--- src/design/sv39_ptw_pkg.sv ---
// Shared types and constants of the Sv39 page table walker.
`default_nettype none

package sv39_ptw_pkg;

  // Beat widths on the stream and configuration ports
  localparam int unsigned InDataW  = 144;
  localparam int unsigned OutDataW = 128;
  localparam int unsigned ApbAddrW = 4;
  localparam int unsigned ApbDataW = 64;

  // Sv39 geometry
  localparam int unsigned VaBits   = 39;
  localparam int unsigned PpnBits  = 44;
  localparam int unsigned PaBits   = 56;
  localparam int unsigned VpnBits  = 9;
  localparam int unsigned PteOffW  = 3;
  localparam logic [1:0]  TopLevel = 2'd2;

  // Configuration register indexes (paddr[3])
  localparam logic RegTranslationOn = 1'b0;
  localparam logic RegRootTablePage = 1'b1;

  // Input beat kinds
  localparam logic ActRequest  = 1'b0;
  localparam logic ActPteReply = 1'b1;

  // Access kinds
  localparam logic [1:0] AccRead  = 2'd0;
  localparam logic [1:0] AccWrite = 2'd1;
  localparam logic [1:0] AccFetch = 2'd2;
  localparam logic [1:0] AccRsvd  = 2'd3;

  // Privilege levels
  localparam logic [1:0] PrivUser  = 2'd0;
  localparam logic [1:0] PrivSuper = 2'd1;
  localparam logic [1:0] PrivRsvd  = 2'd2;
  localparam logic [1:0] PrivMach  = 2'd3;

  typedef enum logic [1:0] {
    RES_FETCH_PTE = 2'd0,
    RES_DONE      = 2'd1,
    RES_FAULT     = 2'd2,
    RES_STRAY     = 2'd3
  } result_kind_e;

  typedef enum logic [1:0] {
    FAULT_NONE  = 2'd0,
    FAULT_INSTR = 2'd1,
    FAULT_LOAD  = 2'd2,
    FAULT_STORE = 2'd3
  } fault_code_e;

  // Status bits captured with a request
  typedef struct packed {
    logic [1:0] mpp;
    logic       mprv;
    logic       sum;
    logic       mxr;
  } status_t;

  // One result beat
  typedef struct packed {
    result_kind_e        kind;
    logic [PaBits-1:0]   pte_address;
    logic [63:0]         phys_addr;
    fault_code_e         fault;
    logic [1:0]          leaf_level;
  } result_t;

endpackage

`default_nettype wire

--- src/design/sv39_page_table_walk.sv ---
// Sv39 page table walker: request decode, PTE checks and output buffer.
// Each result beat is registered into the output buffer when its input beat is accepted.
// Throughput: one input beat per cycle while tready is high; each beat is fully
// handled by the combinational check and address step between the walk state and the
// two-entry output buffer, which keeps tready high while one result waits.
// Reset: asynchronous, active low; clears configuration, walk state and buffer.
`default_nettype none

module sv39_page_table_walk (
  input  logic                                  clk_i,
  input  logic                                  rst_ni,
  // Input stream
  input  logic                                  s_axis_tvalid,
  output logic                                  s_axis_tready,
  // tdata: virt_addr[63:0], access_kind[65:64], priv_level[67:66],
  //   make_exec_readable[68], supervisor_user_access[69], modify_privilege[70],
  //   previous_priv[72:71], physical_flag[73], pte_word[137:74], zero[143:138]
  input  logic [sv39_ptw_pkg::InDataW-1:0]      s_axis_tdata,
  // tuser: action[0]
  input  logic                                  s_axis_tuser,
  // Result stream
  output logic                                  m_axis_tvalid,
  input  logic                                  m_axis_tready,
  // tdata: pte_address[55:0], phys_addr[119:56], fault_code[121:120],
  //   leaf_level[123:122], zero[127:124]
  output logic [sv39_ptw_pkg::OutDataW-1:0]     m_axis_tdata,
  // tuser: result_kind[1:0]
  output logic [1:0]                            m_axis_tuser,
  // Configuration port
  input  logic                                  psel,
  input  logic                                  penable,
  input  logic                                  pwrite,
  input  logic [sv39_ptw_pkg::ApbAddrW-1:0]     paddr,
  input  logic [sv39_ptw_pkg::ApbDataW-1:0]     pwdata,
  output logic [sv39_ptw_pkg::ApbDataW-1:0]     prdata,
  output logic                                  pready
);

  // Configuration registers
  logic                                  trans_on_q;
  logic [sv39_ptw_pkg::PpnBits-1:0]      root_ppn_q;
  logic                                  cfg_wr;

  // Walk state
  logic                                  busy_q, busy_d;
  logic [1:0]                            level_q, level_d;
  logic [sv39_ptw_pkg::VaBits-1:0]       svaddr_q, svaddr_d;
  logic [1:0]                            skind_q, skind_d;
  logic [1:0]                            spriv_q, spriv_d;
  sv39_ptw_pkg::status_t                 sstat_q, sstat_d;

  // Output buffer
  logic                                  out_v_q, skid_v_q;
  sv39_ptw_pkg::result_t                 out_q, skid_q, res;
  logic                                  s_accept, m_take;

  // Input fields
  logic                                  in_action;
  logic [63:0]                           in_vaddr;
  logic [1:0]                            in_kind, in_priv, in_mpp;
  logic                                  in_mxr, in_sum, in_mprv, in_phys;
  logic [63:0]                           pte;

  // PTE decode
  logic                                  pte_v, pte_r, pte_w, pte_x, pte_u, pte_a, pte_d;
  logic [sv39_ptw_pkg::PpnBits-1:0]      ppn;
  logic [sv39_ptw_pkg::VpnBits-1:0]      vpn_next;
  logic                                  perm_bad, misaligned;
  logic [sv39_ptw_pkg::VpnBits-1:0]      pa_vpn0, pa_vpn1;
  sv39_ptw_pkg::fault_code_e             fault_code;

  // Unpack the input beat
  assign in_action = s_axis_tuser;
  assign in_vaddr  = s_axis_tdata[63:0];
  assign in_kind   = s_axis_tdata[65:64];
  assign in_priv   = s_axis_tdata[67:66];
  assign in_mxr    = s_axis_tdata[68];
  assign in_sum    = s_axis_tdata[69];
  assign in_mprv   = s_axis_tdata[70];
  assign in_mpp    = s_axis_tdata[72:71];
  assign in_phys   = s_axis_tdata[73];
  assign pte       = s_axis_tdata[137:74];

  assign pte_v = pte[0];
  assign pte_r = pte[1];
  assign pte_w = pte[2];
  assign pte_x = pte[3];
  assign pte_u = pte[4];
  assign pte_a = pte[6];
  assign pte_d = pte[7];
  assign ppn   = pte[53:10];

  // Handshakes
  assign s_axis_tready = !skid_v_q;
  assign s_accept      = s_axis_tvalid && s_axis_tready;
  assign m_take        = out_v_q && m_axis_tready;

  // Configuration access
  assign pready = 1'b1;
  assign cfg_wr = psel && penable && pwrite && pready;
  assign prdata = (paddr[3] == sv39_ptw_pkg::RegRootTablePage)
                ? {{(sv39_ptw_pkg::ApbDataW - sv39_ptw_pkg::PpnBits){1'b0}}, root_ppn_q}
                : {{(sv39_ptw_pkg::ApbDataW - 1){1'b0}}, trans_on_q};

  always_ff @(posedge clk_i or negedge rst_ni) begin
    if (!rst_ni) begin
      trans_on_q <= 1'b0;
      root_ppn_q <= '0;
    end else if (cfg_wr) begin
      if (paddr[3] == sv39_ptw_pkg::RegRootTablePage) begin
        root_ppn_q <= pwdata[sv39_ptw_pkg::PpnBits-1:0];
      end else begin
        trans_on_q <= pwdata[0];
      end
    end
  end

  // Pick the index field for the next table down
  always_comb begin
    unique case (level_q)
      2'd2:    vpn_next = svaddr_q[29:21];
      default: vpn_next = svaddr_q[20:12];
    endcase
  end

  // Fault code follows the saved access kind
  always_comb begin
    unique case (skind_q)
      sv39_ptw_pkg::AccFetch: fault_code = sv39_ptw_pkg::FAULT_INSTR;
      sv39_ptw_pkg::AccWrite: fault_code = sv39_ptw_pkg::FAULT_STORE;
      default:                fault_code = sv39_ptw_pkg::FAULT_LOAD;
    endcase
  end

  // Leaf permission and alignment checks
  always_comb begin
    perm_bad = 1'b0;
    if (skind_q == sv39_ptw_pkg::AccRead && !pte_r && !(sstat_q.mxr && pte_x)) perm_bad = 1'b1;
    if (skind_q == sv39_ptw_pkg::AccWrite && !pte_w) perm_bad = 1'b1;
    if (skind_q == sv39_ptw_pkg::AccFetch && !pte_x) perm_bad = 1'b1;
    if (!sstat_q.sum && pte_u && spriv_q == sv39_ptw_pkg::PrivSuper) perm_bad = 1'b1;
    if (!sstat_q.sum && pte_u && sstat_q.mprv && sstat_q.mpp == sv39_ptw_pkg::PrivSuper)
      perm_bad = 1'b1;
    if (!pte_u && spriv_q == sv39_ptw_pkg::PrivUser) perm_bad = 1'b1;
    misaligned = ((level_q != 2'd0) && (ppn[8:0] != '0)) ||
                 ((level_q == 2'd2) && (ppn[17:9] != '0));
    pa_vpn0 = (level_q != 2'd0) ? svaddr_q[20:12] : ppn[8:0];
    pa_vpn1 = (level_q == 2'd2) ? svaddr_q[29:21] : ppn[17:9];
  end

  // Handle one beat: next walk state and result
  always_comb begin
    busy_d   = busy_q;
    level_d  = level_q;
    svaddr_d = svaddr_q;
    skind_d  = skind_q;
    spriv_d  = spriv_q;
    sstat_d  = sstat_q;
    res      = '0;
    if (in_action == sv39_ptw_pkg::ActRequest) begin
      busy_d  = 1'b0;
      level_d = sv39_ptw_pkg::TopLevel;
      if (in_phys || !trans_on_q || in_priv == sv39_ptw_pkg::PrivMach) begin
        res.kind      = sv39_ptw_pkg::RES_DONE;
        res.phys_addr = in_vaddr;
      end else begin
        busy_d       = 1'b1;
        svaddr_d     = in_vaddr[sv39_ptw_pkg::VaBits-1:0];
        skind_d      = (in_kind == sv39_ptw_pkg::AccRsvd) ? sv39_ptw_pkg::AccRead : in_kind;
        spriv_d      = (in_priv == sv39_ptw_pkg::PrivRsvd) ? sv39_ptw_pkg::PrivSuper : in_priv;
        sstat_d      = '{mpp: in_mpp, mprv: in_mprv, sum: in_sum, mxr: in_mxr};
        res.kind        = sv39_ptw_pkg::RES_FETCH_PTE;
        res.pte_address = {root_ppn_q, in_vaddr[38:30], {sv39_ptw_pkg::PteOffW{1'b0}}};
      end
    end else if (!busy_q) begin
      res.kind = sv39_ptw_pkg::RES_STRAY;
    end else if (pte_v && !(!pte_r && pte_w) && !pte_r && !pte_x && level_q != 2'd0) begin
      // pointer entry: descend one level
      level_d         = level_q - 2'd1;
      res.kind        = sv39_ptw_pkg::RES_FETCH_PTE;
      res.pte_address = {ppn, vpn_next, {sv39_ptw_pkg::PteOffW{1'b0}}};
    end else if (!pte_v || !pte_r && pte_w || !pte_r && !pte_x || perm_bad || misaligned ||
                 !pte_a || (skind_q == sv39_ptw_pkg::AccWrite && !pte_d)) begin
      busy_d    = 1'b0;
      level_d   = sv39_ptw_pkg::TopLevel;
      res.kind  = sv39_ptw_pkg::RES_FAULT;
      res.fault = fault_code;
    end else begin
      busy_d         = 1'b0;
      level_d        = sv39_ptw_pkg::TopLevel;
      res.kind       = sv39_ptw_pkg::RES_DONE;
      res.phys_addr  = {8'd0, ppn[43:18], pa_vpn1, pa_vpn0, svaddr_q[11:0]};
      res.leaf_level = level_q;
    end
  end

  // Hold walk control state
  always_ff @(posedge clk_i or negedge rst_ni) begin
    if (!rst_ni) begin
      busy_q  <= 1'b0;
      level_q <= sv39_ptw_pkg::TopLevel;
    end else if (s_accept) begin
      busy_q  <= busy_d;
      level_q <= level_d;
    end
  end

  // Hold the saved request fields
  always_ff @(posedge clk_i or negedge rst_ni) begin
    if (!rst_ni) begin
      svaddr_q <= '0;
      skind_q  <= sv39_ptw_pkg::AccRead;
      spriv_q  <= sv39_ptw_pkg::PrivUser;
      sstat_q  <= '0;
    end else if (s_accept) begin
      svaddr_q <= svaddr_d;
      skind_q  <= skind_d;
      spriv_q  <= spriv_d;
      sstat_q  <= sstat_d;
    end
  end

  // Output buffer valid flags
  always_ff @(posedge clk_i or negedge rst_ni) begin
    if (!rst_ni) begin
      out_v_q  <= 1'b0;
      skid_v_q <= 1'b0;
    end else if (s_accept) begin
      if (!out_v_q || m_take) begin
        out_v_q <= 1'b1;
      end else begin
        skid_v_q <= 1'b1;
      end
    end else if (m_take) begin
      if (skid_v_q) begin
        skid_v_q <= 1'b0;
      end else begin
        out_v_q <= 1'b0;
      end
    end
  end

  // Output buffer payload
  always_ff @(posedge clk_i) begin
    if (s_accept) begin
      if (!out_v_q || m_take) begin
        out_q <= res;
      end else begin
        skid_q <= res;
      end
    end else if (m_take && skid_v_q) begin
      out_q <= skid_q;
    end
  end

  assign m_axis_tvalid = out_v_q;
  assign m_axis_tuser  = out_q.kind;
  assign m_axis_tdata  = {4'd0, out_q.leaf_level, out_q.fault, out_q.phys_addr,
                          out_q.pte_address};

  // Checks
  a_skid_needs_out: assert property (@(posedge clk_i) disable iff (!rst_ni)
    skid_v_q |-> out_v_q)
    else $error("skid entry held while output register empty");

  a_idle_level_top: assert property (@(posedge clk_i) disable iff (!rst_ni)
    !busy_q |-> level_q == sv39_ptw_pkg::TopLevel)
    else $error("walk level not at top while idle");

  a_busy_from_request: assert property (@(posedge clk_i) disable iff (!rst_ni)
    $rose(busy_q) |-> $past(s_accept && in_action == sv39_ptw_pkg::ActRequest))
    else $error("walk started without a request beat");

  a_fault_has_code: assert property (@(posedge clk_i) disable iff (!rst_ni)
    out_v_q && out_q.kind == sv39_ptw_pkg::RES_FAULT |-> out_q.fault != sv39_ptw_pkg::FAULT_NONE)
    else $error("page fault result without a fault code");

endmodule

`default_nettype wire

--- config.mk ---
export PLATFORM = sky130hd
export DESIGN_NAME = sv39_page_table_walk
export DESIGN_NICKNAME = d
export VERILOG_FILES = /design/src/design/sv39_ptw_pkg.sv /design/src/design/sv39_page_table_walk.sv
export SDC_FILE = /design/constraint.sdc
export NUM_CORES = 1
export LEC_CHECK = 0
export ABC_CLOCK_PERIOD_IN_PS = 6300
export BUFFER_PORTS_ARGS = -buffer_cell sky130_fd_sc_hd__clkbuf_2
export CORE_UTILIZATION = 48
export DETAILED_ROUTE_END_ITERATION = 7
export PLACE_DENSITY = 0.73
export SLEW_MARGIN = 0
export SYNTH_ARGS = -nofsm -noshare
export SYNTH_HDL_FRONTEND = slang
export SYNTH_SLANG_ARGS = --single-unit
--- constraint.sdc ---
create_clock -name clk_i -period 6.3 [get_ports clk_i]
set_input_delay 0.315 -clock clk_i [delete_from_list [all_inputs] [get_ports clk_i]]
set_output_delay 0.315 -clock clk_i [all_outputs]
set_load 0.01 [all_outputs]
==> run summary <==
====================================================================================================
Status                                                                                  complete, no violations
GPL Wtd Cong                                                                                  0.7965
Die Outline Area                                                                          31770 um^2
Worst setup slack for register-to-register paths                                             2.91 ns
Wire length of the first global-routing pass                                                59.35 mm
Internal power component                                                                     5151 uW
Worst-case vdd ir drop                                                                     0.3109 mV
Total setup violations reported at the end of the flow                                             0
Total number of vias                                                                           10560
Final HPWL from detailed placement                                                          25.80 mm
Number of synthesized flops with an enable pin                                                   246
Largest family of logic cells by synthesized area                                       multiplexers
Count of nets after finishing                                                                   1711
Clock tree sinks                                                                                 335
Count of warnings emitted by yosys                                                                 0
Count of standard-cell rows                                                                       64
Layout Area Growth over Synthesis                                                             21.25%
Crit path cell chain                                                                    inv_1 -> ha_1 -> nor4_1 -> nand3_2 -> o21ai_0 -> mux2_2
First-pass iteration count of the detailed router                                                  5
Hold WS                                                                                   0.03015 ns
Final routed wirelength across all metal layers                                             40.18 mm
Maximum number of pins on one net before global-route repair                                      77
Design Power                                                                                 7483 uW
Starting Density                                                                              0.4874
Die H                                                                                       178.3 um
Slowest CP cell                                                                              nand3_2
HP Class                                                                                input pin to flop
Fraction of registers with async set or reset after synthesis                                 0.2657
Number of violations reported at the end of detailed-routing iteration 0                         806
Fraction of the mapped netlist area in adder cells                                          0.005035
Commonest cells in the netlist                                                          edfxtp_1 (246), nand2_1 (133), mux2_2 (128), dfrtp_1 (88), o21ai_0 (84)
Placeable Area                                                                            30590 um^2
Final Max Tran Viols                                                                               0
Switching part of the total power                                                             0.3116
Number of antenna-violating nets in the routed design                                              0
Root buffer cell                                                                           clkbuf_16
Number of global-route vias before repair                                                      10270
Setup_tns                                                                                       0 ns
Setup clock skew after layout                                                            0.009491 ns
Number of top-level design ports                                                                 417
Critical register-to-register path startpoint                                           level_q[1]$_DFFE_PN1P_
Fraction of layout instances using a drive strength above 1                                   0.3807
Final period demand of the worst path                                                       3.389 ns
Inserted Clock Buffers                                                                            37
Combinational share of power                                                                   0.260
Clk pwr share                                                                                  0.279
Synthesized instance count                                                                      1159
Kind of start point of the critical path                                                        flop
Congestion Overflow GR                                                                             0
Total standard cell area after synthesis                                                  14910 um^2
Start-to-end type of the worst setup path                                               flop to flop
Max-capacitance violation count                                                                    0
Maximum frequency from static timing analysis                                              295.0 MHz
Startpoint of the most critical setup path                                              level_q[1]$_DFFE_PN1P_
Final cell area excluding filler cells                                                    18080 um^2
Wire length per cell after detailed routing                                                 21.03 um
Number of synthesized register bits                                                              335
Post-route fraction of the period consumed by the critical path                               0.5380
Required arrival time at the worst endpoint                                                  6.69 ns
Capturing element type of the critical path                                                     flop
Share of synthesized area spent on multiplexers                                               0.1148
Area share of the largest cell type after synthesis                                           0.4954
TritonCTS clock tree                                                                            done
Placed inst area                                                                          16890 um^2
Xor/xnor cell area share of the yosys netlist                                                      0
Switching power total                                                                        2332 uW
Gr usage total                                                                                0.2491
Hold Fails Final Rpt                                                                               0
Post_cts resized                                                                                   0
Clock-pin slew reported for the worst setup and hold paths after clock tree synthesis        0.06 ns
Cell types with the largest area share after synthesis                                  edfxtp_1 (50%), dfrtp_1 (15%), mux2_2 (9.7%)
Startpoint of the lowest-slack hold path                                                  pwdata[36]
Worst r2r dst                                                                           m_axis_tdata[41]$_DFFE_PP_
Power per unit of standard cell area                                                    413.9 nW/um^2
Library cell with the highest instance count after synthesis                                edfxtp_1
Worst min-delay path endpoint                                                           root_ppn_q[36]$_DFFE_PN0P_
Number of design rule violations left after detail routing                                         0
Clock latency on the worst-skew pair                                                         0.51 ns
Count of input and output buffers                                                                346
Maximum level of the CTS H-tree                                                                    2
Share of power burned in registers                                                             0.461
Share of synthesized cell area in and, or, nand and nor gates                                0.08140
Count of different cell masters after synthesis                                                   45
Most used flip-flop cell after synthesis                                                    edfxtp_1
Complex-gate fraction of the synthesized area                                                 0.1062
Setup Buffers After CTS                                                                            0
Data arrival time of the critical path                                                       3.77 ns
Initial antenna violation count                                                                    3
Synthesized area per cell                                                                 12.87 um^2
Leakage dissipation                                                                      0.007610 uW
Longest Clk Path Bufs                                                                              3
Largest incremental delay on the critical path                                               0.80 ns
Maximum net fanout on the critical path                                                           36
Slew HR                                                                                       0.2473
Number of hold buffers added after CTS                                                             1
Share of synthesized area occupied by flip-flops and latches                                  0.6449
Slew at the pin closest to its max-slew limit                                               1.129 ns
Die W                                                                                       178.3 um
Via/cell ratio                                                                                 5.524
R2r worst-path depth                                                                               6
Instance count along the most critical hold path                                                   2
Yosys top cell by area                                                                      edfxtp_1
Setup repair after global routing missed its margin                                               no
====================================================================================================
layer usage:
layer,vias to the layer above,track usage,part of all wire
met1,5225,0.3277,0.41
met4,0,0.07097,0.021
met3,62,0.05435,0.078
met2,463,0.4144,0.49
li1,4806,-,-
met5,-,0,0
flip-flops by register name, indices dropped and copies added, names as in the netlist:
signal / flops
root_ppn_q: 44
skid_v_q: 1
m_axis_tdata: 121
skind_q: 2
spriv_q: 2
m_axis_tuser: 2
busy_q: 1
sstat_q: 5
svaddr_q: 30
level_q: 2
trans_on_q: 1
m_axis_tvalid: 1
skid_q: 123
final cells by class:
| type | count | area, um^2 |
|---|---|---|
| Fill cell | 2514 | 12510 |
| Sequential cell | 335 | 9615 |
| Multi-Input combinational cell | 703 | 4760 |
| Timing Repair Buffer | 361 | 1849 |
| Clock buffer | 58 | 1130 |
| Tap cell | 396 | 495.5 |
| Inverter | 47 | 176.4 |
| Clock inverter | 9 | 47.55 |
| Antenna cell | 2 | 5.005 |
kinds of logic (layout without fill, tap and decap cells):
family          Yosys count  in the layout
other cells               2             30
flops                   335            335
simple gates            271            271
fa+ha+maj                 6              6
buf+inv                 147            475
mux                     155            155
compound gates          243            243
worst max-delay path: cells and delay by family, from the launching register on:
family / cells / cell delay (ns)
flip-flops: 1 / 0.54
multiplexers: 1 / 0.23
buffers and inverters: 1 / 0.08
AND/OR/NAND/NOR: 2 / 1.31
adder cells (fa/ha/maj): 1 / 0.46
AO/OA/AOI/OAI: 1 / 0.61
metrics by stage:
stage                     utilization  worst slack [ns]  std cells
after floorplan                     -             1.817       1185
after global placement         0.5520             2.911       1841
after detailed placement       0.5520             2.821       1841
after CTS                      0.5908             2.811       1909
after global routing           0.5909             2.598       1910
final                          0.5910             2.911       1911
power groups by stage:
stage / registers (uW) / logic (uW) / clock network, uW
final: 3450 / 1940 / 2090
after global routing: 3510 / 2130 / 2210
after CTS: 3450 / 1970 / 2130
after detailed placement: 3490 / 1960 / 0
after global placement: 3460 / 1920 / 0
after floorplan: 3620 / 994 / 0
worst max path at each step:
stage	end	slack, ns	depth (start not counted)
6_report	m_axis_tdata[41]$_DFFE_PP_	2.91	6
5_1_grt	m_axis_tdata[41]$_DFFE_PP_	2.60	6
4_1_cts	m_axis_tdata[41]$_DFFE_PP_	2.81	6
3_5_place_dp	m_axis_tdata[41]$_DFFE_PP_	2.82	6
3_3_place_gp	m_axis_tdata[41]$_DFFE_PP_	2.91	6
2_1_floorplan	skid_q[0]$_DFFE_PP_	1.82	4
placed cells by master, fill, tap and decap left out, types with 4 or more instances in the layout:
master and count:
clkbuf_8 4, clkbuf_16 41, nor2_1 55, conb_1 28
mux2i_1 27, clkbuf_2 345, nor3_1 4, a21oi_1 43
and2_1 53, edfxtp_1 246, inv_1 47, clkbuf_1 13
o221ai_1 18, o22ai_1 19, buf_4 15, dfrtp_1 88
a22o_1 19, clkinv_2 7, ha_1 6, mux2_2 128
o22ai_2 20, o21ai_1 29, o21ai_0 84, nand2_1 132
Note: power is estimated with default switching activity, not from simulation.
